## src/design/lgs_pkg.sv

```systemverilog
package lgs_pkg;

	// request kinds carried by req_type
	typedef enum logic [1:0] {
		REQ_WRITE   = 2'd0,
		REQ_READ    = 2'd1,
		REQ_ADVANCE = 2'd2,
		REQ_CLEAR   = 2'd3
	} lgs_req_t;

	// B3/S23 neighbor counts
	localparam logic [3:0] BIRTH_COUNT = 4'd3;
	localparam logic [3:0] STAY_COUNT  = 4'd2;

	// controller states, one-hot
	typedef enum logic [3:0] {
		ST_IDLE    = 4'b0001,
		ST_READ    = 4'b0010,
		ST_ADVANCE = 4'b0100,
		ST_CLEAR   = 4'b1000
	} lgs_state_t;

	// shift control shared by every cell of the line buffer
	typedef struct packed {
		logic en;
		logic clr;
	} lgs_shift_t;

endpackage

```

## src/design/lgs_rule.sv

```systemverilog
module lgs_rule (
	input  logic [2:0][2:0] win,
	input  logic            first_col,
	input  logic            last_col,
	output logic            next
);
	import lgs_pkg::*;

	logic [3:0] count;

	// sum the eight neighbors, dropping the column that falls off the grid
	always_comb begin
		count = 4'd0;
		for (int r = 0; r < 3; r++) begin
			for (int c = 0; c < 3; c++) begin
				if (!(r == 1 && c == 1) && !(c == 0 && first_col) && !(c == 2 && last_col)) begin
					count = count + 4'(win[r][c]);
				end
			end
		end
	end

	// birth on three, survive on two or three
	assign next = (count == BIRTH_COUNT) || (win[1][1] && (count == STAY_COUNT));

endmodule

```

## config.mk

```make
export PLATFORM = sky130hd
export DESIGN_NAME = lgs_rule
export DESIGN_NICKNAME = d
export VERILOG_FILES = /design/src/design/lgs_pkg.sv /design/src/design/lgs_rule.sv
export SDC_FILE = /design/constraint.sdc
export NUM_CORES = 1
export LEC_CHECK = 0
export BUFFER_PORTS_ARGS = -buffer_cell sky130_fd_sc_hd__buf_4
export CAP_MARGIN = 40
export CORE_AREA = 2 2 39 41
export DETAILED_ROUTE_END_ITERATION = 10
export DIE_AREA = 0 0 41 43
export PLACE_DENSITY = 0.71
export SKIP_LAST_GASP = 1
export SYNTH_ARGS = -nofsm -noshare
export SYNTH_HDL_FRONTEND = slang
export SYNTH_SLANG_ARGS = --single-unit
```

## constraint.sdc

```tcl
create_clock -name vclk -period 6.9
set_clock_uncertainty 0.05 [all_clocks]
set_input_delay 0.345 -clock vclk [all_inputs]
set_output_delay 0.345 -clock vclk [all_outputs]
set_load 0.05 [all_outputs]
```

==> out/qor.yml, run 1 <==
outcome: "completed"
grt_pass1_wl_mm: 1.93
p_seq_share_pct: 0
cts_setup_buffers: 0
ys_types: 28
insertedDiodeCount: 0
setup_tns_ps: 0
power.internal_mw: 0.0362
drc: 0
io_buffer_count: 12
syn_inst: 75
p_leak_nw: 0.344
grt_use_total_pct: 14.8
startpoint_type: "primary input"
synth_top_area_share_pct: 26.7
gp_congestion: 0.803
worst_slack_ps: 1640
drt_first_pass_iters: 2
slew_headroom_pct: 78.8
nets: 111
antenna_left: 0
syn-num-nets: 100
crit_start: "first_col"
synth_most_common_cell: "ha_1"
cp_slowest_stage_delay_ps: 440
worst_pin_slew_ps: 315
cp.arrival_ps: 4860
pwr-share-clk_pct: 0
maxSlewViolCount: 0
vias_per_cell: 5.46
drive_above_1_share_pct: 21.4
core_area_um2: 1380
fp.dieH_um: 43
ys_warn_count: 0
synth_area_leaders: "ha_1, mux2i_1, o21ai_0, xnor2_1, a21oi_1"
postCtsHoldBufs: 0
dp_slack_ps: 1600
crit_top_cell: "ha_1"
start_util_pct: 43.9
fin_crit_ps: 5260
wirelength_mm: 1.13
drtIter0Drc: 5
path_cells: "buf_4, nor2b_1, inv_1, fa_1, o21ai_0, ha_1, ha_1, nor2b_1, a21o_1, ha_1, nor2_1, a21oi_1, ha_1, nand2b_1, nand2_1, ha_1, ha_1, o21ai_0, o21ai_0, o21ai_0, mux2i_1, a21bo_2, mux2i_1, buf_4"
vdd_drop_max_v: 0.0000613
critical_path_required_ps: 6500
area_growth_pct: 15.8
vias: 546
netlist_top_cells_count: "ha_1, o21ai_0, a21oi_1, inv_1"
finalSetupViolCount: 0
num_io_pins: 12
crit_end: "next"
switching_power_mw: 0.0404
critPathMaxFanout: 15
design.seq.count: 0
cts_resized: 0
rows: 14
netlist_area_um2: 608
max_freq_mhz: 190
hpwlAfterDp_um: 996
die_w_um: 41
antenna_found_initial: 0
grt_max_degree: 16
slowest_stage: "fa_1"
end_kind: "output pin"
p_per_area_nw_per_um2: 109
synth_top_area_cell: "ha_1"
drt-wirelength-per-cell_um: 11.3
worstSetupPathType: "in -> out"
hold_viol: 0
rsz0062_at_grt: "false"
gr-total-overflow: 0
postSynthAreaPerCell_um2: 8.11
hp-class: "in -> out"
dieArea_um2: 1760
swShare_pct: 52.7
min_period_over_period_pct: 76.2
grt_pass1_vias: 533
seq_area_um2: 0
synth-seq-area-share_pct: 0
drv_cap: 0
clockBufferCount: 0
comb_power_share_pct: 100.0
total_power_mw: 0.0766
-- metal layers --
metal / vias up / track usage [%] / part of all wire, %
met2: 8 / 28.4 / 54
met1: 251 / 16.9 / 43
met4: 0 / 2.00 / 0
li1: 287 / - / -
met5: - / 0 / 0
met3: 0 / 0.524 / 3.5
-- power by group through the flow --
| stage | clock network (mW) | logic, mW | registers (mW) |
|---|---|---|---|
| after floorplan | 0 | 0.0597 | 0 |
| after global placement | 0 | 0.0752 | 0 |
| after detailed placement | 0 | 0.0776 | 0 |
| after CTS | 0 | 0.0778 | 0 |
| after global routing | 0 | 0.0874 | 0 |
| final | 0 | 0.0766 | 0 |
-- worst min-delay path by stage --
stage | start | end | cells past startpoint
after floorplan | win[7] | next | 3
after global placement | win[7] | next | 5
after detailed placement | win[7] | next | 5
after CTS | win[7] | next | 5
after global routing | win[7] | next | 5
final | win[7] | next | 5
-- stage by stage --
stage	utilization, %	hold slack (ps)	cells	instance area (um^2)
floorplan	-	1240	75	608
global placement	50.9	1280	100	704
detailed placement	50.9	1300	100	704
CTS	50.9	1290	100	704
global route	50.9	1330	100	704
finish	50.9	1280	100	704
-- worst max-delay path: cells and delay by family --
kind                     cells  cell delay [ps]
multiplexers                 2              280
AO/OA/AOI/OAI                7             1030
AND/OR/NAND/NOR              5              610
buffers and inverters        3              450
adder cells (fa/ha/maj)      7             2140
-- cell type report --
type	count	area [um^2]
fill	139	679
tap	16	20.0
multi-input combinational	67	576
inverter	5	18.8
timing repair buffer	12	90.1
-- cell usage in the layout (no fill, tap or decap), types with 2 or more instances in the layout --
cell type  netlist  routed
ha_1            13      13
buf_4            0      12
o21ai_0          6       6
inv_1            5       5
a21oi_1          5       5
nand2_1          4       4
nor2b_1          4       4
nor2_1           4       4
nand3_1          4       4
nand2b_1         3       3
xnor2_1          3       3
mux2i_1          3       3
mux2_2           2       2
a21o_1           2       2
o211ai_1         2       2
-- kinds of logic after synthesis --
logic type	synth area share (%)
compound gates	21.2
xor+xnor	13.6
fa+ha+maj	30.0
buf+inv	5.35
mux	8.64
simple gates	21.2
Power figures use the tool's default switching activity.
==> inputs of run 2 (changes only) <==
--- a/config.mk
+++ b/config.mk
@@ -10,7 +10,7 @@
 export CORE_AREA = 2 2 39 41
 export DETAILED_ROUTE_END_ITERATION = 10
 export DIE_AREA = 0 0 41 43
-export PLACE_DENSITY = 0.71
+export PLACE_DENSITY = 0.74
 export SKIP_LAST_GASP = 1
 export SYNTH_ARGS = -nofsm -noshare
 export SYNTH_HDL_FRONTEND = slang
==> constraint.sdc (replaced) <==
create_clock -name vclk -period 4.52
set_clock_uncertainty 0.05 [all_clocks]
set_input_delay 0.226 -clock vclk [all_inputs]
set_output_delay 0.226 -clock vclk [all_outputs]
set_load 0.05 [all_outputs]
==> out/qor.yml, run 2 (synthesis results as in run 1) <==
outcome: "finished with violations"
violations: "setup timing"
drtIter0Drc: 6
postCtsHoldBufs: 0
startpoint_type: "primary input"
hold_path_startpoint: "win[7]"
final_common_cell: "buf_4"
max_freq_mhz: 213
rows: 14
num_io_pins: 12
vias_per_cell: 5.51
io_buffer_count: 12
path_cells: "buf_6, nor2b_4, inv_2, fa_1, o21ai_2, ha_4, mux2_4, ha_4, nor2b_4, a21o_1, ha_4, nor2_4, a21oi_2, ha_4, ha_4, ha_4, o21ai_2, o21ai_2, nand3_1, mux2i_2, a21bo_2, mux2i_4, buf_6"
fin_crit_ps: 4710
worstSetupPathType: "in -> out"
hp-class: "in -> out"
worst_slack_ps: -185
min_period_over_period_pct: 104
maxSlewViolCount: 0
fillers: 98
seq_area_um2: 0
total_power_mw: 0.235
crit_top_cell: "ha_4"
hold_depth: 6
multi_input_area_um2: 762
antenna_left: 0
gr-total-overflow: 0
end_kind: "output pin"
drt_first_pass_iters: 4
nets: 132
grt_max_degree: 16
fp.dieH_um: 43
vdd_drop_max_v: 0.000150
hold_viol: 0
slowest_stage: "fa_1"
p_per_area_nw_per_um2: 222
core_area_um2: 1380
grt_pass1_wl_mm: 2.57
instances_no_fill: 121
design.seq.count: 0
holdPathEnd: "next"
worst_pin_slew_ps: 334
grt_use_total_pct: 20.7
area_growth_pct: 74.3
antenna_found_initial: 0
rsz0062_at_grt: "true"
start_util_pct: 43.9
drv_cap: 0
hpwlAfterDp_mm: 1.20
grt_pass1_vias: 627
vias: 667
drive_above_1_share_pct: 59.0
dieArea_um2: 1760
p_leak_nw: 0.476
dp.cells: 113
final_cell_mix: "buf_4, ha_4, inv_1, nand3_1, ha_1"
drc: 0
cp_slowest_stage_delay_ps: 450
cp.arrival_ps: 4430
drt-wirelength-per-cell_um: 15.1
critPathMaxFanout: 2
insertedDiodeCount: 0
slew_headroom_pct: 77.5
clockBufferCount: 0
wirelength_mm: 1.83
die_w_um: 41
finalSetupViolCount: 1
critical_path_required_ps: 4240
gp_congestion: 0.756
[run 2: power breakdown]
part	internal, mW	total, mW	switching, mW
clock	0	0	0
combinational	0.131	0.235	0.105
sequential	0	0	0
total	0.131	0.235	0.105
[run 2: worst max-delay path, delay by kind of cell]
| kind | cells | cell delay [ps] |
|---|---|---|
| fa+ha+maj | 7 | 1830 |
| compound gates | 6 | 1040 |
| mux | 3 | 620 |
| simple gates | 4 | 380 |
| buf+inv | 3 | 310 |
[run 2: what timing repair did]
action,in CTS,in global routing
endpoints found under the setup margin,1,1
resized for setup,12,11
pin swaps,13,16
setup buffers,4,5
[run 2: layer usage]
| layer | vias up | global-route usage [%] | share of wire [%] | wire [um] |
|---|---|---|---|---|
| met2 | 16 | 43.4 | 59 | 1080 |
| met1 | 317 | 21.6 | 36 | 667 |
| met4 | 0 | 0 | 2.3 | 43 |
| met5 | - | 0 | 0 | 0 |
| met3 | 4 | 0 | 2.1 | 38 |
| li1 | 330 | - | - | - |
[run 2: worst max-delay path by stage]
stage          startpoint  cells after the start  slack (ps)    to
2_1_floorplan   first_col                     22         -50  next
3_3_place_gp    first_col                     23        -140  next
3_5_place_dp    first_col                     23        -230  next
4_1_cts         first_col                     23        -160  next
5_1_grt         first_col                     23        -320  next
6_report        first_col                     23        -190  next
[run 2: cell type report]
type	instances	share of cell area (%)
inverter	5	1.77
timing repair buffer	33	24.4
tap	16	1.89
multi-input combinational	67	71.9
[run 2: per-stage QoR]
stage               utilization [%]  setup WS, ps  instance area [um^2]  TNS [ps]  hold WS [ps]
floorplan                         -         -49.4                   691     -49.4           882
detailed placement             62.4          -232                   863      -232          1200
global placement               62.4          -143                   863      -143          1190
global route                   76.6          -321                  1060      -321          1110
CTS                            69.5          -159                   962      -159          1160
finish                         76.6          -185                  1060      -185          1080
==> inputs of run 3 (changes only) <==
--- a/config.mk
+++ b/config.mk
@@ -10,7 +10,7 @@
 export CORE_AREA = 2 2 39 41
 export DETAILED_ROUTE_END_ITERATION = 10
 export DIE_AREA = 0 0 41 43
-export PLACE_DENSITY = 0.74
+export PLACE_DENSITY = 0.71
 export SKIP_LAST_GASP = 1
 export SYNTH_ARGS = -nofsm -noshare
 export SYNTH_HDL_FRONTEND = slang
==> constraint.sdc (replaced) <==
create_clock -name vclk -period 5.35
set_clock_uncertainty 0.05 [all_clocks]
set_input_delay 0.2675 -clock vclk [all_inputs]
set_output_delay 0.2675 -clock vclk [all_outputs]
set_load 0.05 [all_outputs]
==> out/qor.yml, run 3 (synthesis results as in run 1) <==
clockBufferCount: 0
worstSetupPathType: "in -> out"
stdcell_area_um2: 733
wl_met3_um: 18
design.seq.count: 0
antenna_found_initial: 0
drc: 0
drt-wirelength-per-cell_um: 11.5
pwr-share-clk_pct: 0
wl_met2_um: 633
total_power_mw: 0.110
grt_max_degree: 16
area_growth_pct: 20.6
hold_depth: 6
worst_slack_ps: 346
hold_viol: 0
hpwlAfterDp_um: 984
highest_layer: "met3"
grt_pass1_wl_mm: 2.01
dieArea_um2: 1760
swShare_pct: 51.3
slew_headroom_pct: 78.3
finalSetupViolCount: 0
max_freq_mhz: 200
antenna_left: 0
crit_top_cell: "ha_1"
p_leak_nw: 0.346
setup_tns_ps: 0
hp-class: "in -> out"
place_area_um2: 708
nets: 111
num_io_pins: 12
min_period_over_period_pct: 93.5
slowest_stage: "fa_1"
comb_power_share_pct: 100.0
path_cells: "buf_4, nor2b_2, inv_1, fa_1, o21ai_2, ha_2, mux2_2, ha_1, nor2b_1, a21o_1, ha_1, ha_1, nand2b_1, nand2_1, ha_4, ha_1, o21ai_0, o21ai_1, o21ai_0, mux2i_1, a21bo_2, mux2i_2, buf_6"
vias_per_cell: 5.38
drv_cap: 0
cp_slowest_stage_delay_ps: 450
io_buffer_count: 12
wl_met1_um: 499
fin_util_pct: 53.0
die_w_um: 41
startpoint_type: "primary input"
rows: 14
power.internal_mw: 0.0536
outcome: "completed"
start_util_pct: 43.9
wirelength_mm: 1.15
drtIter0Drc: 5
dp.cells: 100
final_cell_mix: "ha_1, buf_4, inv_1, a21oi_1"
gp_congestion: 0.822
core_area_um2: 1380
gr-total-overflow: 0
drive_above_1_share_pct: 27.4
hold_ws_ps: 1150
seq_area_um2: 0
vdd_drop_max_v: 0.000127
instances_no_fill: 100
vias: 538
cp.arrival_ps: 4690
drt_first_pass_iters: 4
insertedDiodeCount: 0
p_per_area_nw_per_um2: 150
p_seq_share_pct: 0
critical_path_required_ps: 5030
critPathMaxFanout: 15
grt_pass1_vias: 550
end_kind: "output pin"
switching_power_mw: 0.0564
maxSlewViolCount: 0
fp.dieH_um: 43
dp_slack_ps: 65.4
grt_use_total_pct: 15.4
fin_crit_ps: 5000
worst_pin_slew_ps: 322
run 3: area by class of cell:
type	count	area, um^2
timing repair buffer	12	93.8
fill	142	651
inverter	5	18.8
tap	16	20.0
multi-input combinational	67	601
run 3: path summary, 6_finish.rpt:
check	startpoint	slack, ps	end
max	first_col	350	next
min	first_col	1150	next
run 3: critical path: cells and delay by family:
family,cells,cell delay (ps)
AOI/OAI and AO/OA,6,940
adders and majority gates,7,2000
buffers and inverters,3,410
muxes,3,610
and+or+nand+nor,4,480
run 3: repair_timing:
item | 4_1_cts | 5_1_grt
setup endpoints to repair | 0 | 1
gates resized for setup | 0 | 7
buffers inserted | 0 | 0
hold buffers | 0 | 0
run 3: layer usage:
| layer | track usage [%] | vias up |
|---|---|---|
| met3 | 0 | 0 |
| met5 | 0 | - |
| met2 | 30.3 | 7 |
| met1 | 18.2 | 242 |
| li1 | - | 289 |
| met4 | 0 | 0 |
run 3: power groups by stage:
stage	Sequential [mW]	Clock (mW)	Combinational, mW
CTS	0	0	0.103
detailed placement	0	0	0.102
floorplan	0	0	0.0789
global route	0	0	0.124
global placement	0	0	0.0999
finish	0	0	0.110
